`src/rtl/core/rule_image_transition_blend_top_defines.svh`:
```
// Assertion macros shared by the blend block.
`ifndef RULE_IMAGE_TRANSITION_BLEND_TOP_DEFINES_SVH
`define RULE_IMAGE_TRANSITION_BLEND_TOP_DEFINES_SVH

// Same-cycle implication, checked only out of reset.
`define RTB_ASSERT_NOW(label, clk, rstn, ante, cons, msg) \
    label: assert property (@(posedge clk) disable iff (!rstn) (ante) |-> (cons)) \
        else $error(msg);

// Next-cycle implication, checked only out of reset.
`define RTB_ASSERT_NEXT(label, clk, rstn, ante, cons, msg) \
    label: assert property (@(posedge clk) disable iff (!rstn) (ante) |=> (cons)) \
        else $error(msg);

`endif

```
`src/rtl/core/rtb_ram.sv`:
```
// Generic single-write, single-read RAM with registered read data.
module rtb_ram #(
    parameter int unsigned WIDTH = 16,
    parameter int unsigned DEPTH = 256
) (
    input  logic                     aclk,
    input  logic                     we,
    input  logic [$clog2(DEPTH)-1:0] waddr,
    input  logic [WIDTH-1:0]         wdata,
    input  logic                     re,
    input  logic [$clog2(DEPTH)-1:0] raddr,
    output logic [WIDTH-1:0]         rdata
);

    logic [WIDTH-1:0] mem_reg [DEPTH];
    logic [WIDTH-1:0] rdata_reg;

    always_ff @(posedge aclk) begin
        if (we) begin
            mem_reg[waddr] <= wdata;
        end
        if (re) begin
            rdata_reg <= mem_reg[raddr];
        end
    end

    assign rdata = rdata_reg;

endmodule

```
`config.mk`:
```
export PLATFORM = sky130hd
export DESIGN_NAME = rtb_ram
export DESIGN_NICKNAME = d
export VERILOG_FILES = /design/src/rtl/core/rule_image_transition_blend_top_defines.svh /design/src/rtl/core/rtb_ram.sv
export SDC_FILE = /design/constraint.sdc
export NUM_CORES = 2
export LEC_CHECK = 0
export ABC_AREA = 1
export BUFFER_PORTS_ARGS = -buffer_cell sky130_fd_sc_hd__buf_4
export CAP_MARGIN = 20
export CORE_MARGIN = 2
export CORE_UTILIZATION = 45
export DETAILED_ROUTE_END_ITERATION = 10
export PLACE_DENSITY = 0.65
export SYNTH_ARGS = -nofsm -noshare
export SYNTH_HDL_FRONTEND = slang
export SYNTH_SLANG_ARGS = --single-unit
```
`constraint.sdc`:
```
create_clock -name aclk -period 3.75 [get_ports aclk]
set_input_delay 1.125 -clock aclk [delete_from_list [all_inputs] [get_ports aclk]]
set_output_delay 1.125 -clock aclk [all_outputs]
set_load 0.01 [all_outputs]
```
==> key figures <==
CTS
  • Clock root buffer: clkbuf_16
  • Clock Latency Late Sink: 1.00 ns
  • Clock sink total: 4112
  • TritonCTS Buffers: 409
  • Clk slew on worst S/H paths: 0.06 ns
  • Post-CTS sizing: 0
  • CTS hold repair buffers: 0
  • Post-CTS setup buffers: 0
  • Max clock buf depth: 4
  • H-Tree Depth: 5
  • TritonCTS clock tree: yes

Worst setup path
  • Arrival @ worst endpoint: 1.95 ns
  • R2r setup slk: 1.35 ns
  • Setup crit start kind: flip-flop
  • Largest fanout on the critical path: 1
  • CP max-delay cell: edfxtp_1
  • CP top delay family: flip-flops
  • CP Capture Type: output port
  • Setup CP Type: flip-flop to output port
  • Max stage delay on crit path: 0.75 ns
  • Req. time, crit path: 2.62 ns
  • R2R depth: 11
  • WP buf/inv: 1
  • Crit Reg-Reg Startpoint: mem_reg[161][14]$_DFFE_PP_
  • RR Endpoint: rdata[14]$_DFFE_PP_
  • Cell Chain, Critical Path: buf_4

Cells and area
  • Largest register FFs: 4096
  • Non-Filler Instances: 19217
  • FILL cells: 30304
  • Syn-to-layout area delta: 14.7%
  • Nets: 14089
  • Post-layout util: 51.9%
  • Fin area: 0.190 mm^2
  • Share of layout cells above drive strength 1: 10.7%

Power
  • Int Power: 75200 uW
  • P per Cell Area: 511 mW/mm^2
  • VDD IR max: 0.381 mV
  • Reg power frac: 52.1%
  • Logic pwr share: 6.7%
  • Psw: 22100 uW
  • Leakage power: 0.0671 uW
  • Sw frac: 22.7%
  • Power share of the clock group: 41.1%

Placed design
  • PortBufs: 50
  • Placed cells: 18459
  • Post-DP HPWL: 288000 um
  • Dpl cell area: 0.177 mm^2
  • Gpl congestion: 0.907

Synthesis
  • Mapped Area: 0.166 mm^2
  • Synthesis Warnings: 0
  • Cell taking the most area after synthesis: edfxtp_1
  • Synthesized instance count: 13617
  • #FFs+latches synth: 4112
  • Share of the synthesized area in the top cell type: 74.4%
  • Top post-synthesis cells by area: edfxtp_1 (74%), nand3_1 (12%), nand2_1 (9.5%)
  • Register area share after synthesis: 74.4%
  • Syn Nets: 13652
  • Post-synth cell types: 14
  • Syn_area_per_cell: 12.2 um^2

Floorplan
  • DIE HEIGHT: 611 um
  • Chip Width: 611 um
  • DIE AREA: 0.373 mm^2
  • Total I/O pin count: 51
  • Row cnt: 222
  • Initial Util: 45.3%
  • Placeable Area: 0.366 mm^2

Outcome
  • Outcome: finished, final reports clean

Flow run
  • Number of max-cap violations: 0

GRT
  • GRT Util Overall: 25.3%
  • GRT overflow: 0
  • Largest net degree at the start of global routing: 100
  • Vias in the first global route: 103917
  • First-pass GRT wire length: 704000 um
  • Initial antenna violation count: 14

Routing
  • DRT antenna net count: 0
  • First-pass detailed-route iteration total: 8
  • Wirelength, routed: 482000 um
  • Drt wl/cell: 25.1 um
  • Vias per cell: 5.77
  • Vias: 110850
  • Iter 0 DRT Violations: 14958
  • Residual DRC: 0

Timing
  • Final hold vios: 0
  • Period utilization: 81.9%
  • Final Setup Violations: 0
  • Worst slew margin: 34.3%
  • Fin. max-slew vios: 0
  • Final Hold Slack: 0.413 ns
  • Worst slew pin tran: 0.985 ns
  • Fmax: 0.325 GHz
  • RSZ-0062 raised after global routing: no
  • Clock skew: 0.0696 ns
  • Tmin final: 3.07 ns

Worst hold path
  • Min-Delay Startpoint: wdata[3]
  • Worst hold endpoint: mem_reg[175][3]$_DFFE_PP_
  • Min-Delay Path Class: input pin to flip-flop
  • Hold path depth: 1
[cells in the mapped netlist, drive strengths merged]
cell / n
buf: 783
clkbuf: 154
edfxtp: 4112
inv: 39
nand2: 4211
nand3: 4035
nor2: 283
[how the worst max path moves through the flow]
stage                             startpoint                         to  slack, ns  cells after the start
after global placement              raddr[0]        rdata[13]$_DFFE_PP_      -0.18                     16
after detailed placement            raddr[1]        rdata[14]$_DFFE_PP_      -0.16                     14
after global routing                raddr[0]        rdata[13]$_DFFE_PP_       0.67                     16
final                     rdata[8]$_DFFE_PP_                   rdata[8]       0.68                      1
after floorplan                           we  mem_reg[162][0]$_DFFE_PP_       0.78                      4
after CTS                 rdata[8]$_DFFE_PP_                   rdata[8]       0.63                      1
[cells by family after synthesis]
group / after synthesis / share of synthesized area [%]
flops: 4112 / 74.4
buf+inv: 976 / 3.21
simple gates: 8529 / 22.3
[layout make-up]
cell class,instances,area (um^2),share of cell area [%]
inverter,39,199,0.105
sequential,4112,123000,64.9
antenna,11,27.5,0.0145
timing repair buffer,963,10500,5.52
clock buffer,519,10800,5.65
tap,4816,6030,3.17
multi-input combinational,8529,37100,19.5
clock inverter,228,2150,1.13
[power by group through the flow]
stage | Combinational (uW) | Clock, uW | Sequential [uW]
3_5_place_dp | 6430 | 0 | 51700
6_report | 6530 | 40000 | 50700
2_1_floorplan | 3130 | 0 | 51700
3_3_place_gp | 6360 | 0 | 51700
4_1_cts | 6440 | 40300 | 50700
5_1_grt | 6940 | 42100 | 50700
[per-stage QoR]
stage	setup WS [ns]	total power (uW)	TNS, ns
after detailed placement	-0.160	58100	-0.850
final	0.677	97300	0
after global routing	0.674	99800	0
after global placement	-0.182	58100	-0.790
after floorplan	0.785	54800	0
after CTS	0.635	97500	0
[routing by layer]
| layer | vias to the layer above | share of wire, % | track usage (%) |
|---|---|---|---|
| met1 | 54325 | 39 | 35.0 |
| met3 | 940 | 9.7 | 4.03 |
| met5 | - | 0.0071 | 0 |
| li1 | 49528 | - | - |
| met4 | 6 | 4.4 | 10.3 |
| met2 | 6051 | 47 | 40.3 |
[placed cells by master (no fill, tap or decap), types with 4 or more instances in the layout]
cell type   synthesis  final
buf_12              1    248
buf_4             163    694
buf_8               1     19
bufinv_16           0     35
clkbuf_1          154    105
clkbuf_16           0    414
clkinv_1            0    101
clkinv_16           0      4
clkinv_2            0     61
clkinv_8            0      6
clkinvlp_4          0     10
diode_2             0     11
edfxtp_1         4112   4112
inv_1              35     33
inv_16              0      4
inv_6               0      8
inv_8               0      4
nand2_1          4211   4195
nand2_2             0     16
nand3_1          4035   4035
nor2_1            283    270
nor2_2              0     13
No activity file was read; power rests on OpenSTA's default activity.
