**config.mk**
```make
export PLATFORM = sky130hd
export DESIGN_NAME = rtb_mix
export DESIGN_NICKNAME = d
export VERILOG_FILES = /design/src/rtl/core/rule_image_transition_blend_top_defines.svh /design/src/rtl/core/rtb_pkg.sv /design/src/rtl/core/rtb_mix.sv
export SDC_FILE = /design/constraint.sdc
export NUM_CORES = 1
export LEC_CHECK = 0
export ABC_AREA = 0
export BUFFER_PORTS_ARGS = -buffer_cell sky130_fd_sc_hd__buf_4
export CORE_MARGIN = 3
export CORE_UTILIZATION = 40
export CTS_BUF_LIST = sky130_fd_sc_hd__clkbuf_2 sky130_fd_sc_hd__clkbuf_4 sky130_fd_sc_hd__clkbuf_8
export DETAILED_ROUTE_END_ITERATION = 16
export GPL_TIMING_DRIVEN = 0
export PLACE_DENSITY = 0.55
export SETUP_SLACK_MARGIN = 0.15
export SYNTH_ARGS = -nofsm -noshare
export SYNTH_HDL_FRONTEND = slang
export SYNTH_SLANG_ARGS = --single-unit
```
**constraint.sdc**
```tcl
create_clock -name aclk -period 7.7 [get_ports aclk]
set_input_delay 0.77 -clock aclk [delete_from_list [all_inputs] [get_ports aclk]]
set_output_delay 0.77 -clock aclk [all_outputs]
set_load 0.005 [all_outputs]
```
**src/rtl/core/rule_image_transition_blend_top_defines.svh**
```systemverilog
// Assertion macros shared by the blend block.
`ifndef RULE_IMAGE_TRANSITION_BLEND_TOP_DEFINES_SVH
`define RULE_IMAGE_TRANSITION_BLEND_TOP_DEFINES_SVH

// Same-cycle implication, checked only out of reset.
`define RTB_ASSERT_NOW(label, clk, rstn, ante, cons, msg) \
    label: assert property (@(posedge clk) disable iff (!rstn) (ante) |-> (cons)) \
        else $error(msg);

// Next-cycle implication, checked only out of reset.
`define RTB_ASSERT_NEXT(label, clk, rstn, ante, cons, msg) \
    label: assert property (@(posedge clk) disable iff (!rstn) (ante) |=> (cons)) \
        else $error(msg);

`endif

```
**src/rtl/core/rtb_pkg.sv**
```systemverilog
// Types and constants of the rule image transition blender.
package rtb_pkg;

    localparam int unsigned PIX_W     = 32;
    localparam int unsigned LVL_W     = 8;
    localparam int unsigned THR_W     = 9;
    localparam int unsigned FACTOR_W  = 16;
    localparam int unsigned TBL_DEPTH = 256;
    localparam int unsigned TBL_AW    = 8;
    localparam int unsigned CH_N      = 4;
    localparam int unsigned CH_W      = 8;
    localparam int unsigned SLICE_W   = 15;  // product bits 30..16

    // s_tdata layout, lowest bit first
    localparam int unsigned TD_LINE   = 0;
    localparam int unsigned TD_A_LO   = 1;
    localparam int unsigned TD_B_LO   = TD_A_LO + PIX_W;
    localparam int unsigned TD_CUR_LO = TD_B_LO + PIX_W;
    localparam int unsigned TD_NXT_LO = TD_CUR_LO + LVL_W;
    localparam int unsigned TD_IDX_LO = TD_NXT_LO + LVL_W;
    localparam int unsigned TD_VAL_LO = TD_IDX_LO + TBL_AW;
    localparam int unsigned TD_USED   = TD_VAL_LO + FACTOR_W;
    localparam int unsigned S_TDATA_W = ((TD_USED + 7) / 8) * 8;

    localparam int unsigned CFG_IDX_W = 2;
    localparam logic [CFG_IDX_W-1:0] CFG_SWITCH_MODE  = 2'd0;
    localparam logic [CFG_IDX_W-1:0] CFG_FIRST_LEVEL  = 2'd1;
    localparam logic [CFG_IDX_W-1:0] CFG_SECOND_LEVEL = 2'd2;

    localparam logic ACT_BLEND = 1'b0;
    localparam logic ACT_WRITE = 1'b1;

    localparam logic [THR_W-1:0] FIRST_LEVEL_RST  = 9'd256;
    localparam logic [THR_W-1:0] SECOND_LEVEL_RST = 9'd0;

    typedef enum logic [1:0] {
        SEL_BLEND  = 2'd0,
        SEL_FIRST  = 2'd1,
        SEL_SECOND = 2'd2
    } sel_t;

    typedef enum logic [2:0] {
        PEND_NONE   = 3'b001,
        PEND_FIRST  = 3'b010,
        PEND_SECOND = 3'b100
    } pend_t;

    typedef struct packed {
        logic             switch_mode;
        logic [THR_W-1:0] first_level;
        logic [THR_W-1:0] second_level;
    } cfg_t;

    typedef struct packed {
        logic             line_start;
        logic [LVL_W-1:0] cur;
        logic [LVL_W-1:0] nxt;
    } lvl_t;

endpackage

```
**src/rtl/core/rtb_mix.sv**
```systemverilog
// Channel multiply stage and saturating finish of the blend.
module rtb_mix (
    input  logic                             aclk,
    input  logic                             ld,
    input  logic [rtb_pkg::PIX_W-1:0]        pix_a,
    input  logic [rtb_pkg::PIX_W-1:0]        pix_b,
    input  logic [rtb_pkg::FACTOR_W-1:0]     factor,
    input  rtb_pkg::sel_t                    sel,
    output logic [rtb_pkg::PIX_W-1:0]        pixel
);

    localparam int unsigned DIFF_W = rtb_pkg::CH_W + 1;
    localparam int unsigned PROD_W = DIFF_W + rtb_pkg::FACTOR_W + 1;
    localparam int unsigned SUM_W  = rtb_pkg::SLICE_W + 1;

    logic [rtb_pkg::SLICE_W-1:0] slice_next [rtb_pkg::CH_N];
    logic [rtb_pkg::SLICE_W-1:0] slice_reg  [rtb_pkg::CH_N];
    logic [rtb_pkg::PIX_W-1:0]   a_reg, b_reg;
    rtb_pkg::sel_t               sel_reg;
    logic [rtb_pkg::PIX_W-1:0]   mixed;

    // (a - b) * f keeps only bits 30..16; the 9-bit signed difference
    // times the factor is exact in 26 bits, sign-extended above that.
    always_comb begin
        logic signed [DIFF_W-1:0] d;
        logic signed [PROD_W-1:0] p;
        for (int ch = 0; ch < rtb_pkg::CH_N; ch++) begin
            d = $signed({1'b0, pix_a[ch*rtb_pkg::CH_W +: rtb_pkg::CH_W]})
              - $signed({1'b0, pix_b[ch*rtb_pkg::CH_W +: rtb_pkg::CH_W]});
            p = d * $signed({1'b0, factor});
            slice_next[ch] = {{(rtb_pkg::SLICE_W - (PROD_W - 16)){p[PROD_W-1]}},
                              p[PROD_W-1:16]};
        end
    end

    always_ff @(posedge aclk) begin
        if (ld) begin
            slice_reg <= slice_next;
            a_reg     <= pix_a;
            b_reg     <= pix_b;
            sel_reg   <= sel;
        end
    end

    always_comb begin
        logic [SUM_W-1:0] t;
        mixed = '0;
        for (int ch = 0; ch < rtb_pkg::CH_N; ch++) begin
            t = {slice_reg[ch], 1'b0}
              + {{(SUM_W - rtb_pkg::CH_W){1'b0}}, b_reg[ch*rtb_pkg::CH_W +: rtb_pkg::CH_W]};
            if (t[SUM_W-1]) begin
                mixed[ch*rtb_pkg::CH_W +: rtb_pkg::CH_W] = '0;
            end else if (t[SUM_W-2:rtb_pkg::CH_W] != '0) begin
                mixed[ch*rtb_pkg::CH_W +: rtb_pkg::CH_W] = '1;
            end else begin
                mixed[ch*rtb_pkg::CH_W +: rtb_pkg::CH_W] = t[rtb_pkg::CH_W-1:0];
            end
        end
    end

    always_comb begin
        unique case (sel_reg)
            rtb_pkg::SEL_FIRST:  pixel = a_reg;
            rtb_pkg::SEL_SECOND: pixel = b_reg;
            default:             pixel = mixed;
        endcase
    end

endmodule

```
==> metrics.md <==
| Metric | Value |
|---|---|
| Final Cycle Share | 96.0% |
| Final Hold Viols | 0 |
| Seq/Total Area, Yosys | 12.9% |
| Warnings, synthesis | 0 |
| Final instance area | 27,200 µm² |
| GR Util All Layers | 24.7% |
| WP data arrival | 7580 ps |
| CTS Sinks | 106 |
| Max Buffers Root-to-Sink | 2 |
| Share of the synthesized area in the top cell type | 32.3% |
| Worst Setup EP | slice_reg[54] |
| First-pass GRT wire length | 119 mm |
| Critical Path Start Type | input pin |
| CP Class | input pin to flop |
| Routability cong. | 0.937 |
| Top-count cell post-synth | inv_1 |
| Status | completed |
| Layout Utilization | 44.7% |
| Adder-cell share of the synthesized area | 48.6% |
| Core area | 60,800 µm² |
| CTS Buf Count | 9 |
| Slew @ Worst Pin | 1260 ps |
| CTS tree | done |
| DR vias/cell | 5.36 |
| Main combinational cell family by area after synthesis | adder cells |
| Area share of and/or/nand/nor cells after synthesis | 17.9% |
| RSZ-0062 raised after global routing | false |
| Vias in the first global route | 20.0k |
| Post-synthesis xor/xnor area fraction | 2.44% |
| Post-synth top cells | 406 x inv_1, 400 x fa_1, 322 x ha_1 |
| Post-synth EDFFs | 106 |
| Final setup TNS | 0 ps |
| Mapped Cells | 2,582 |
| H-tree Lvls | 3 |
| # IOs | 116 |
| Total global routing overflow | 0 |
| Syn Area/Cell | 9.59 µm² |
| Nets | 3,524 |
| FMAX | 135 MHz |
| Syn Nets | 3,388 |
| DP Wirelength | 62.4 mm |
| WP data required | 7890 ps |
| Leakage | 13.3 nW |
| Setup-failing EPs final | 0 |
| Top_reg_cell synth | edfxtp_1 |
| Synth Cell Area | 24,800 µm² |
| Synth Area in Compound Gates | 7.38% |
| Final-report max-slew violation count | 0 |
| Dpl cell area | 26,600 µm² |
| Cell depth of the worst min-delay path | 1 |
| Number of flip-flops in the largest register | 40 |
| Max Cap Violations | 0 |
| Initial Util | 40.7% |
| DR vias | 18.8k |
| Area leader, netlist | fa_1 |
| CTS root buf | clkbuf_8 |
| Peak supply drop | 0.334 mV |
| Layout filler cell count | 5,892 |
| Number of synthesized register bits | 106 |
| Worst hold path type | input pin to flop |
| Critical path origin | factor[6] |
| Die area | 64,900 µm² |
| Multiplexer share of the synthesized area | 2.69% |
| Port bufs | 115 |
| Worst Setup End Kind | flop |
| Pre-CTS WS | -794 ps |
| Async SR Flop Fraction | 0% |
| Ratio of cells with drive above 1 in the final layout | 8.38% |
| Final Power | 0.0128 W |
| Die Wd | 255 µm |
| Clock-pin slew on the worst setup and hold paths | 100 ps |
| DR WL/cell | 22.3 µm |
| Largest net degree at the start of global routing | 107 |
| Initial antenna violation count | 6 |
| Die H | 255 µm |
| Post-Route WL | 78.2 mm |
| Iteration count of the initial detailed-routing pass | 5 |
| Setup ws final | 310 ps |
| Iteration-0 DRC Markers | 1,176 |
| Cell row count | 90 |
| DRC viols | 0 |
| Area Overhead vs Synth | 9.88% |
| Yosys cell types | 63 |
| PD cells | 472 nW/µm² |
| Rel. slew slack | 16.3% |
| Final Critical Period | 7390 ps |
| Main area contributors after synthesis | fa_1 32%, ha_1 16%, edfxtp_1 13%, inv_1 6.2%, and2_1 5.8% |
| Maximum net fanout on the critical path | 10 |
| Final ANT Viol Nets | 0 |
==> cells in the final DEF, fill, tap and decap left out, types with 50 or more instances in the layout <==
cell	count
clkbuf_1	102
fa_1	399
nand2b_1	190
nor2_1	107
nand2_1	206
buf_4	126
and2_1	229
edfxtp_1	106
ha_1	322
inv_1	406
mux2i_1	50
==> what timing repair did <==
action / CTS / global route
hold buffers: 0 / 0
pin swaps: 2 / 13
setup endpoints to repair: 19 / 26
buffers inserted: 1 / 9
gates resized for setup: 22 / 69
==> final cells by class <==
class / count / area [µm²] / share of cell area, %
well taps: 782 / 978 / 3.60
plain buffers: 123 / 517 / 1.90
clock buffers: 9 / 124 / 0.455
inverters: 407 / 1530 / 5.62
diodes: 1 / 2.50 / 0.00920
multi-input cells: 1945 / 19800 / 72.7
clock inverters: 5 / 129 / 0.474
flip-flops and latches: 106 / 3180 / 11.7
repair buffers: 126 / 970 / 3.56
==> where the power goes <==
part / total, W / internal (W) / switching, W
Combinational: 0.0112 / 0.00509 / 0.00610
Sequential: 0.00119 / 0.00109 / 0.0000982
Clock: 0.000452 / 0.000245 / 0.000207
==> worst min path at each step <==
| stage | start | to | slack (ps) |
|---|---|---|---|
| floorplan | pix_a[0] | a_reg[0] | 870 |
| global placement | sel[0] | sel_reg[0] | 950 |
| detailed placement | sel[0] | sel_reg[0] | 950 |
| CTS | sel[0] | sel_reg[0] | 440 |
| global route | sel[0] | sel_reg[0] | 470 |
| finish | sel[0] | sel_reg[0] | 500 |
==> metrics by stage <==
step / std cells / hold slack (ps)
after floorplan: 2582 / 869
final: 3504 / 500
after global placement: 3479 / 950
after detailed placement: 3479 / 950
after global routing: 3504 / 469
after CTS: 3494 / 439
==> metal layers <==
layer,global-route usage [%],vias to the layer above,routed length (µm)
met1,32.1,9543,32900
met5,0,-,0
met2,41.7,585,37100
li1,-,8514,-
met3,3.04,143,4630
met4,10.3,0,3550
==> critical path, cell delays in order <==
cell      delay, ps
buf_4           140
buf_1           800
clkbuf_1        870
nand2_1         160
fa_1            530
inv_1            50
fa_1            480
fa_1            510
fa_1            490
inv_1            50
fa_1            490
inv_1            50
ha_1            280
nor4bb_1        150
and4_1          190
a311o_2         420
a221oi_4        360
o22ai_2         140
a211o_1         330
a31oi_1         200
xnor2_1          90
==> cells by family (layout without fill, tap and decap cells) <==
logic type               after synthesis  in the layout
flip-flops                           106            106
other                                  0              1
XOR/XNOR                              69             69
adder cells (fa/ha/maj)              722            722
AND/OR/NAND/NOR                      830            830
buffers and inverters                531            670
multiplexers                          65             65
AO/OA/AOI/OAI                        259            259
No activity file was read; power rests on OpenSTA's default activity.
