`src/rtl/core/rule_image_transition_blend_top_defines.svh`:
```
// Assertion macros shared by the blend block.
`ifndef RULE_IMAGE_TRANSITION_BLEND_TOP_DEFINES_SVH
`define RULE_IMAGE_TRANSITION_BLEND_TOP_DEFINES_SVH

// Same-cycle implication, checked only out of reset.
`define RTB_ASSERT_NOW(label, clk, rstn, ante, cons, msg) \
    label: assert property (@(posedge clk) disable iff (!rstn) (ante) |-> (cons)) \
        else $error(msg);

// Next-cycle implication, checked only out of reset.
`define RTB_ASSERT_NEXT(label, clk, rstn, ante, cons, msg) \
    label: assert property (@(posedge clk) disable iff (!rstn) (ante) |=> (cons)) \
        else $error(msg);

`endif

```
`src/rtl/core/rtb_pkg.sv`:
```
// Types and constants of the rule image transition blender.
package rtb_pkg;

    localparam int unsigned PIX_W     = 32;
    localparam int unsigned LVL_W     = 8;
    localparam int unsigned THR_W     = 9;
    localparam int unsigned FACTOR_W  = 16;
    localparam int unsigned TBL_DEPTH = 256;
    localparam int unsigned TBL_AW    = 8;
    localparam int unsigned CH_N      = 4;
    localparam int unsigned CH_W      = 8;
    localparam int unsigned SLICE_W   = 15;  // product bits 30..16

    // s_tdata layout, lowest bit first
    localparam int unsigned TD_LINE   = 0;
    localparam int unsigned TD_A_LO   = 1;
    localparam int unsigned TD_B_LO   = TD_A_LO + PIX_W;
    localparam int unsigned TD_CUR_LO = TD_B_LO + PIX_W;
    localparam int unsigned TD_NXT_LO = TD_CUR_LO + LVL_W;
    localparam int unsigned TD_IDX_LO = TD_NXT_LO + LVL_W;
    localparam int unsigned TD_VAL_LO = TD_IDX_LO + TBL_AW;
    localparam int unsigned TD_USED   = TD_VAL_LO + FACTOR_W;
    localparam int unsigned S_TDATA_W = ((TD_USED + 7) / 8) * 8;

    localparam int unsigned CFG_IDX_W = 2;
    localparam logic [CFG_IDX_W-1:0] CFG_SWITCH_MODE  = 2'd0;
    localparam logic [CFG_IDX_W-1:0] CFG_FIRST_LEVEL  = 2'd1;
    localparam logic [CFG_IDX_W-1:0] CFG_SECOND_LEVEL = 2'd2;

    localparam logic ACT_BLEND = 1'b0;
    localparam logic ACT_WRITE = 1'b1;

    localparam logic [THR_W-1:0] FIRST_LEVEL_RST  = 9'd256;
    localparam logic [THR_W-1:0] SECOND_LEVEL_RST = 9'd0;

    typedef enum logic [1:0] {
        SEL_BLEND  = 2'd0,
        SEL_FIRST  = 2'd1,
        SEL_SECOND = 2'd2
    } sel_t;

    typedef enum logic [2:0] {
        PEND_NONE   = 3'b001,
        PEND_FIRST  = 3'b010,
        PEND_SECOND = 3'b100
    } pend_t;

    typedef struct packed {
        logic             switch_mode;
        logic [THR_W-1:0] first_level;
        logic [THR_W-1:0] second_level;
    } cfg_t;

    typedef struct packed {
        logic             line_start;
        logic [LVL_W-1:0] cur;
        logic [LVL_W-1:0] nxt;
    } lvl_t;

endpackage

```
`src/rtl/core/rtb_switch.sv`:
```
// Copy/blend switching state and per-pixel source selection.
module rtb_switch (
    input  logic               aclk,
    input  logic               aresetn,
    input  rtb_pkg::cfg_t      cfg,
    input  logic               step,
    input  rtb_pkg::lvl_t      lvl,
    output rtb_pkg::sel_t      sel
);

    logic           decide_reg, decide_next;
    rtb_pkg::pend_t pend_reg, pend_next;
    logic           ds;
    rtb_pkg::pend_t pc;
    logic           nxt_ge_first, cur_ge_first, nxt_ge_second, cur_ge_second;

    assign nxt_ge_first  = {1'b0, lvl.nxt} >= cfg.first_level;
    assign cur_ge_first  = {1'b0, lvl.cur} >= cfg.first_level;
    assign nxt_ge_second = {1'b0, lvl.nxt} >= cfg.second_level;
    assign cur_ge_second = {1'b0, lvl.cur} >= cfg.second_level;

    always_comb begin
        // line start restarts the decision in either mode
        ds          = lvl.line_start ? 1'b1 : decide_reg;
        pc          = lvl.line_start ? rtb_pkg::PEND_NONE : pend_reg;
        decide_next = ds;
        pend_next   = pc;
        sel         = rtb_pkg::SEL_BLEND;
        if (cfg.switch_mode) begin
            pend_next = rtb_pkg::PEND_NONE;
            priority if (pc == rtb_pkg::PEND_FIRST) begin
                sel = rtb_pkg::SEL_FIRST;
            end else if (pc == rtb_pkg::PEND_SECOND) begin
                sel = rtb_pkg::SEL_SECOND;
            end else if (!ds) begin
                decide_next = 1'b1;
            end else if (nxt_ge_first && !cur_ge_first) begin
                decide_next = 1'b0;
            end else if (nxt_ge_first) begin
                pend_next = rtb_pkg::PEND_FIRST;
                sel       = rtb_pkg::SEL_FIRST;
            end else if (nxt_ge_second || cur_ge_second) begin
                decide_next = 1'b0;
            end else begin
                pend_next = rtb_pkg::PEND_SECOND;
                sel       = rtb_pkg::SEL_SECOND;
            end
        end
    end

    always_ff @(posedge aclk) begin
        if (!aresetn) begin
            decide_reg <= 1'b1;
            pend_reg   <= rtb_pkg::PEND_NONE;
        end else if (step) begin
            decide_reg <= decide_next;
            pend_reg   <= pend_next;
        end
    end

endmodule

```
`config.mk`:
```
export PLATFORM = sky130hd
export DESIGN_NAME = rtb_switch
export DESIGN_NICKNAME = d
export VERILOG_FILES = /design/src/rtl/core/rule_image_transition_blend_top_defines.svh /design/src/rtl/core/rtb_pkg.sv /design/src/rtl/core/rtb_switch.sv
export SDC_FILE = /design/constraint.sdc
export NUM_CORES = 1
export LEC_CHECK = 0
export BUFFER_PORTS_ARGS = -buffer_cell sky130_fd_sc_hd__buf_2
export CORE_MARGIN = 2
export CORE_UTILIZATION = 45
export DETAILED_ROUTE_END_ITERATION = 16
export HOLD_SLACK_MARGIN = 0.15
export PLACE_DENSITY = 0.75
export SETUP_SLACK_MARGIN = 0.02
export SYNTH_ARGS = -nofsm -noshare
export SYNTH_HDL_FRONTEND = slang
export SYNTH_SLANG_ARGS = --single-unit
```
`constraint.sdc`:
```
create_clock -name aclk -period 2.85 [get_ports aclk]
set_clock_uncertainty 0.15 [all_clocks]
set_input_delay 0.57 -clock aclk [delete_from_list [all_inputs] [get_ports aclk]]
set_output_delay 0.57 -clock aclk [all_outputs]
set_load 0.1 [all_outputs]
```
==> results of run 1 <==
## placed cells by master, fill, tap and decap left out, types with 4 or more instances in the layout
cell type and n:
a21o_1 5, buf_2 27, buf_4 17, buf_6 10
dfxtp_1 4, ha_1 21, ha_4 11, inv_1 9
inv_2 6, nand2_1 5, nor2_1 4, o21ai_0 4
o31ai_1 4
## synthesized netlist by cell type (all sizes together), types with 2 or more instances
cell	count	share of area, %
a21oi	6	4.0
o31a	2	1.7
and2	2	1.2
dfxtp	4	7.8
inv	18	6.6
nand4b	2	1.7
a211oi	3	2.2
o21ai	7	3.4
nor4	2	1.2
nand2	5	1.8
nor2b	2	1.2
o31ai	4	2.9
ha	32	39
nor2	5	1.8
a21o	5	3.6
nand2b	3	2.5
## how the worst min path moves through the flow
| stage | startpoint | endpoint | slack [ns] |
|---|---|---|---|
| 2_1_floorplan | pend_reg[2] | pend_reg[2] | 0.43 |
| 3_3_place_gp | pend_reg[2] | pend_reg[2] | 0.49 |
| 3_5_place_dp | pend_reg[2] | pend_reg[2] | 0.51 |
| 4_1_cts | aresetn | pend_reg[2] | 0.45 |
| 5_1_grt | aresetn | pend_reg[2] | 0.49 |
| 6_report | aresetn | pend_reg[2] | 0.46 |
## routing by layer
| layer | routed length, µm | global-route usage (%) | vias up |
|---|---|---|---|
| li1 | - | - | 591 |
| met1 | 1290 | 29.4 | 564 |
| met2 | 1830 | 46.6 | 54 |
| met3 | 200 | 6.32 | 8 |
| met4 | 75 | 1.32 | 0 |
| met5 | 0 | 0 | - |
## worst max-delay path, stage by stage
cell,delay (ns)
buf_6,0.10
ha_4,0.26
and3_4,0.19
o21ai_2,0.05
a311o_1,0.36
o221ai_2,0.09
nor4_1,0.08
o31a_2,0.36
buf_12,0.17
## power by group through the flow
| stage | registers, µW | clock network, µW | logic [µW] |
|---|---|---|---|
| after detailed placement | 64.7 | 0 | 232 |
| after floorplan | 63.9 | 0 | 135 |
| after global routing | 64.9 | 75.1 | 317 |
| after CTS | 63.9 | 72.2 | 250 |
| final | 64.1 | 70.3 | 289 |
| after global placement | 64.5 | 0 | 223 |
## kinds of logic (layout without fill, tap and decap cells)
logic type	count (synthesis)	count (layout)	synth area share, %
flip-flops	4	4	7.77
buffers and inverters	18	79	6.55
XOR/XNOR	1	1	0.850
AND/OR/NAND/NOR	29	29	16.6
AO/OA/AOI/OAI	39	39	29.4
adder cells (fa/ha/maj)	32	32	38.8
## final cells by class
class	count	share of cell area, %
Clock buffer	3	1.28
Inverter	18	4.85
Multi-Input combinational cell	101	61.9
Sequential cell	4	4.56
Tap cell	28	2.00
Timing Repair Buffer	58	25.4
## repair_timing
action,4_1_cts,5_1_grt
setup buffers,1,1
pin swaps,12,17
resized for setup,15,34
setup endpoints to repair,2,2
## stage by stage
stage | hold slack, ns | power (µW) | cells
3_5_place_dp | 0.513 | 297 | 207
5_1_grt | 0.491 | 457 | 212
3_3_place_gp | 0.494 | 288 | 207
6_report | 0.456 | 423 | 212
4_1_cts | 0.450 | 386 | 211
2_1_floorplan | 0.434 | 199 | 123
==> results.cfg, run 1 <==
[floorplan]
floorplan.die_area_um2 = 2690
effective_utilization_at_floorplan_pct = 47.1
floorplan.core_area_um2 = 2190
dieWidth_um = 51.9
placement_rows = 17
die_height_um = 51.9
io_pins = 41

[critical_path]
r2r-start = pend_reg[1]
setup.worst_path.start_class = input port
timing_worst_setup_path_type = input port to output port
reg2reg_to = pend_reg[1]
worst_ep_arrival_time_ns = 2.26
critPathCapture = sel[1]
rrSetupSlack_ns = 1.25
crit_path_end_kind = output port
timing.critical_path.from = lvl[12]
critical_path_peak_fanout = 3
crit_required_ns = 2.13
r2r.worst_path.cells = 6

[finish]
layout-area-overhead-vs-synth_pct = 70.1
multi_input_comb_area_um2 = 1090
fillers = 154
layout-drive-gt1-share_pct = 54.3
finish.instance_area_um2 = 1750
post-route-util_pct = 80.1
net_count_of_the_finished_layout = 257
regArea_um2 = 80.1
diodes = 0
largest_register_ff_count = 3

[global_route]
grt_first_pass_wirelength_mm = 5.15
first_global_vias = 1240
grtUsageTotal_pct = 24.9
grt_max_degree = 8
gr-total-overflow = 0
antenna_found_initial = 0

[logic_synthesis]
async_reset_ff_share_pct = 0
synth_cells = 123
yosys_register_bits = 4
synth.distinct_cells = 40
synthesis.yosys.warnings = 0
dominantRegCellSynth = dfxtp_1
avg_synthesized_cell_area_um2 = 8.38
syn-num-nets = 194
post_synth_instance_area_um2 = 1030
synth-edff-count = 0
synth_seq_area_share_pct = 7.77

[sta]
setup-tns-final_ns = -0.160
postLayoutSetupSlackWorst_ns = -0.129
max_clock_freq_ghz = 0.336
hold_viol_final = 0
final-max-slew-violation-count = 0
grt_setup_unrepaired = true
setup_viol = 2
min_period_ns = 2.98
worst_slew_pin_slew_ns = 0.410
timing.max_slew.rel_slack_pct = 72.4
timing.final.crit_share_pct = 105

[drt]
routedWlPerCell_um = 16.0
drt_wl_total_mm = 3.39
dr.first_iter.drc_count = 22
vias = 1217
drt-pass1-iter-count = 4
via_per_inst = 5.74
drtAntennaViolNets = 0
post-route-drc-count = 0

[clocking]
clock_sink_count = 4
clockBufferDepth = 2
tritoncts.num_buffers = 3
insertion_delay_ns = 0.24
postCtsHoldBufs = 0
tritoncts = built
h-tree-depth = 1
ctsRootBufferMaster = clkbuf_4
clkTransAtPathRegs_ns = 0.04

[pwr]
power.sequential.fraction_pct = 15.1
vdd_ir_drop_max_mv = 0.292
power_leakage_uw = 0.000858
switching_portion_of_total_power_pct = 39.6
share_comb_of_total_power_pct = 68.2
power_frac_clock_pct = 16.6
power.density_cell_area_nw_per_um2 = 241
cell_internal_power_uw = 256
total_switching_power_uw = 167

[placement]
dp_worst_setup_slack_ns = -0.179
finalWeightedCongestion = 0.795
number_of_buffers_added_on_ports = 40
postPlaceCellArea_um2 = 1470
hpwl_mm = 2.41

[worst_hold_path]
tightest_hold_check_type = input port to register
worstHoldPathCells = 2

[status]
failing_checks = setup timing
run_status = finished with violations

[job]
drv.max_cap_violation_count = 0
No activity file was read; power rests on OpenSTA's default activity.
==> run 2, diff against run 1 <==
--- a/config.mk
+++ b/config.mk
@@ -10,8 +10,7 @@
 export CORE_UTILIZATION = 45
 export DETAILED_ROUTE_END_ITERATION = 16
 export HOLD_SLACK_MARGIN = 0.15
-export PLACE_DENSITY = 0.75
-export SETUP_SLACK_MARGIN = 0.02
+export PLACE_DENSITY_LB_ADDON = 0.3
 export SYNTH_ARGS = -nofsm -noshare
 export SYNTH_HDL_FRONTEND = slang
 export SYNTH_SLANG_ARGS = --single-unit
==> results.cfg, run 2 (same netlist as run 1, synthesis figures left out) <==
[status]
run_status = finished with violations
failing_checks = setup timing

[finish]
diodes = 0
most_used_cells_in_the_layout_excluding_fill_and_tap_cells = 27 x buf_2, 18 x ha_1, 18 x buf_4
mostFrequentLayoutCell = buf_2
layout-drive-gt1-share_pct = 58.1
net_count_of_the_finished_layout = 259
finish.instance_area_um2 = 1850
finalNonFillerCells = 214
layout-area-overhead-vs-synth_pct = 79.5
largest_register_ff_count = 3

[drt]
vias = 1239
drtAntennaViolNets = 0
dr.first_iter.drc_count = 25
via_per_inst = 5.79
drt_wl_total_mm = 3.69
post-route-drc-count = 0
routedWlPerCell_um = 17.2
drt-pass1-iter-count = 4

[sta]
worst_slew_pin_slew_ns = 0.555
max_clock_freq_ghz = 0.326
timing.max_slew.rel_slack_pct = 62.8
hold_viol_final = 0
min_period_ns = 3.07
final-max-slew-violation-count = 0
setup-tns-final_ns = -0.274
postLayoutSetupSlackWorst_ns = -0.222
setup_viol = 2
grt_setup_unrepaired = true
timing.final.crit_share_pct = 108

[placement]
dp_worst_setup_slack_ns = -0.259
hpwl_mm = 2.40
finalWeightedCongestion = 0.853
number_of_instances_in_the_placed_design = 207
number_of_buffers_added_on_ports = 40
postPlaceCellArea_um2 = 1470

[floorplan]
dieWidth_um = 51.9
floorplan.die_area_um2 = 2690
io_pins = 41
placement_rows = 17
effective_utilization_at_floorplan_pct = 47.1
die_height_um = 51.9
floorplan.core_area_um2 = 2190

[clocking]
h-tree-depth = 1
clockBufferDepth = 2
tritoncts.num_buffers = 3
clkTransAtPathRegs_ns = 0.05
tritoncts = built
ctsRootBufferMaster = clkbuf_4
insertion_delay_ns = 0.24
postCtsHoldBufs = 0
clock_sink_count = 4

[critical_path]
worst_path_cell_chain = buf_8, inv_12, ha_4, nand2b_4, a211o_1, a21oi_4, o21ai_4, nor4_2, o31a_2, buf_12
crit_required_ns = 2.13
crit_path_end_kind = output port
critical-path-slowest-cell = a211o_1
r2r-start = pend_reg[1]
timing.critical_path.from = lvl[0]
crit_buf_inv = 3
setup.worst_path.start_class = input port
timing_worst_setup_path_type = input port to output port
critical_path_peak_fanout = 3
worst_ep_arrival_time_ns = 2.35
timing.critical_path.max_delay_family = compound AO/OA/AOI/OAI gates
timing.critical_path.slowest_cell_delay_ns = 0.33

[pwr]
power.density_cell_area_nw_per_um2 = 246
vdd_ir_drop_max_mv = 0.396
power_leakage_uw = 0.000878

[global_route]
gr-total-overflow = 0
grt_max_degree = 8
grtUsageTotal_pct = 23.4
antenna_found_initial = 0
grt_first_pass_wirelength_mm = 4.82
first_global_vias = 1179

[worst_hold_path]
min_from = aresetn
tightest_hold_check_type = input port to register

[job]
drv.max_cap_violation_count = 0
## run 2: path summary, 6_finish.rpt
kind	endpoint	depth (start not counted)	slack, ns
worst max-delay path	sel[1]	10	-0.22
worst min-delay path	pend_reg[2]	2	0.46
worst max register to register	pend_reg[1]	6	0.97
worst min register to register	pend_reg[2]	3	0.54
## run 2: where the power goes
group	total, µW	internal [µW]	switching [µW]
registers	64.5	60.2	4.28
clock network	73.9	47.3	26.5
logic	317	162	155
## run 2: timing repair
action,CTS,global route
endpoints found under the hold margin,0,0
setup buffers,2,2
pin swaps,23,20
endpoints found under the setup margin,2,2
resized for setup,23,39
gates cloned,0,0
## run 2: layer usage
layer  track usage [%]  part of all wire, %  wire length, µm
met5                 0                    0                0
met1              27.3                   39             1440
met3              3.74                  4.6              168
met2              45.8                   54             2010
met4              1.75                  2.0               73
## run 2: area by class of cell
type	instances	area (µm²)
timing repair buffer	60	460
inverter	18	90.1
tap	28	35.0
clock buffer	3	22.5
multi-input combinational	101	1160
fill	124	340
sequential	4	80.1
## run 2: through the flow
| stage | hold WS [ns] | power (µW) | util (%) |
|---|---|---|---|
| finish | 0.459 | 456 | 84.5 |
| floorplan | 0.434 | 199 | - |
| CTS | 0.436 | 398 | 74.2 |
| detailed placement | 0.500 | 296 | 66.9 |
| global placement | 0.478 | 286 | 66.9 |
| global route | 0.460 | 491 | 84.5 |
==> run 3, diff against run 2 <==
--- a/config.mk
+++ b/config.mk
@@ -10,7 +10,7 @@
 export CORE_UTILIZATION = 45
 export DETAILED_ROUTE_END_ITERATION = 16
 export HOLD_SLACK_MARGIN = 0.15
-export PLACE_DENSITY_LB_ADDON = 0.3
+export PLACE_DENSITY = 0.76
 export SYNTH_ARGS = -nofsm -noshare
 export SYNTH_HDL_FRONTEND = slang
 export SYNTH_SLANG_ARGS = --single-unit
==> results.cfg, run 3 (same netlist as run 1, synthesis figures left out) <==
[pwr]
power_frac_clock_pct = 15.7
total_switching_power_uw = 174
switching_portion_of_total_power_pct = 39.8
fin_total_pwr_uw = 438
power.density_cell_area_nw_per_um2 = 242
power.sequential.fraction_pct = 14.7
share_comb_of_total_power_pct = 69.6
vdd_ir_drop_max_mv = 0.301
power_leakage_uw = 0.000868
cell_internal_power_uw = 264

[drt]
drtAntennaViolNets = 0
drt-pass1-iter-count = 4
dr.first_iter.drc_count = 38
drt_wl_total_mm = 3.63
vias = 1246
via_per_inst = 5.88
routedWlPerCell_um = 17.1
post-route-drc-count = 0

[global_route]
grt_first_pass_wirelength_mm = 5.38
grt_max_degree = 8
first_global_vias = 1289
gr-total-overflow = 0
grtUsageTotal_pct = 26.2
antenna_found_initial = 0

[floorplan]
effective_utilization_at_floorplan_pct = 47.1
io_pins = 41
floorplan.die_area_um2 = 2690
dieWidth_um = 51.9
die_height_um = 51.9
placement_rows = 17
floorplan.core_area_um2 = 2190

[clocking]
tritoncts.num_buffers = 3
clockBufferDepth = 2
clkTransAtPathRegs_ns = 0.04
ctsRootBufferMaster = clkbuf_4
h-tree-depth = 1
clock_sink_count = 4
insertion_delay_ns = 0.23
tritoncts = built

[status]
run_status = finished with violations
failing_checks = setup timing

[sta]
timing.max_slew.rel_slack_pct = 66.9
setup-tns-final_ns = -0.226
max_clock_freq_ghz = 0.336
grt_setup_unrepaired = true
min_period_ns = 2.98
final-max-slew-violation-count = 0
setup_viol = 2
hold_viol_final = 0
postLayoutSetupSlackWorst_ns = -0.130
worst_slew_pin_slew_ns = 0.489
timing.final.crit_share_pct = 105

[critical_path]
crit_path_end_kind = output port
worst_ep_arrival_time_ns = 2.26
rrSetupSlack_ns = 1.17
crit_required_ns = 2.13
critical_path_peak_fanout = 3
timing_worst_setup_path_type = input port to output port
setup.worst_path.start_class = input port

[finish]
largest_register_ff_count = 3
layout-area-overhead-vs-synth_pct = 75.5
finalNonFillerCells = 212
mostFrequentLayoutCell = buf_2
net_count_of_the_finished_layout = 257
layout-drive-gt1-share_pct = 56.0
finish.instance_area_um2 = 1810
diodes = 0
most_used_cells_in_the_layout_excluding_fill_and_tap_cells = 23 x buf_2, 20 x ha_1, 18 x buf_4

[job]
drv.max_cap_violation_count = 0

[placement]
finalWeightedCongestion = 0.810
number_of_instances_in_the_placed_design = 207
hpwl_mm = 2.55
postPlaceCellArea_um2 = 1470
number_of_buffers_added_on_ports = 40

[worst_hold_path]
tightest_hold_check_type = input port to register
## run 3: cell count changes in the layout (fill, tap and decap cells not counted), sizes merged
cell  before  now
buf       60   58
## run 3: power groups by stage
| stage | sequential, µW | combinational, µW | clock, µW |
|---|---|---|---|
| floorplan | 63.9 | 135 | 0 |
| finish | 64.6 | 305 | 68.7 |
| detailed placement | 65.0 | 233 | 0 |
| global route | 65.3 | 330 | 77.9 |
| global placement | 64.5 | 222 | 0 |
| CTS | 64.1 | 266 | 72.1 |
## run 3: through the flow
stage	util [%]	worst slack, ns	hold WS, ns
final	82.6	-0.130	0.453
after CTS	75.4	-0.0704	0.448
after detailed placement	66.9	-0.229	0.495
after global placement	66.9	-0.159	0.491
after floorplan	-	-0.0755	0.434
after global routing	82.6	-0.206	0.465
## run 3: worst max-delay path, cell delays in order
cell and delay [ns]:
buf_8 0.11, inv_12 0.04, ha_4 0.18, nand2b_4 0.12, a211o_1 0.30, a21oi_4 0.22, o21ai_4 0.10, nor4_2 0.23
o31a_2 0.21, buf_12 0.17
## run 3: routing by layer
metal	vias up	routed length, µm	part of all wire (%)	global-route usage (%)
met4	0	116	3.2	3.07
met3	15	197	5.4	3.45
met2	63	1970	54	53.4
li1	593	-	-	-
met5	-	0	0	0
met1	575	1350	37	28.5
## run 3: worst paths after layout
kind | cells after the start | start | end
worst min-delay path | 2 | aresetn | pend_reg[1]
worst max register to register | 6 | pend_reg[1] | pend_reg[2]
worst min register to register | 3 | pend_reg[0] | pend_reg[0]
worst max-delay path | 10 | lvl[0] | sel[1]
## run 3: timing repair
item                                    4_1_cts  5_1_grt
endpoints found under the setup margin        2        2
pin swaps                                    25       24
gates cloned                                  0        0
gates resized for setup                      31       34
hold buffers                                  0        0
setup buffers                                 1        1
## run 3: final cells by class
| class | count | area (µm²) |
|---|---|---|
| Tap cell | 28 | 35.0 |
| Multi-Input combinational cell | 101 | 1110 |
| Inverter | 18 | 90.1 |
| Timing Repair Buffer | 58 | 474 |
| Clock buffer | 3 | 22.5 |
| Sequential cell | 4 | 80.1 |
| Fill cell | 119 | 382 |
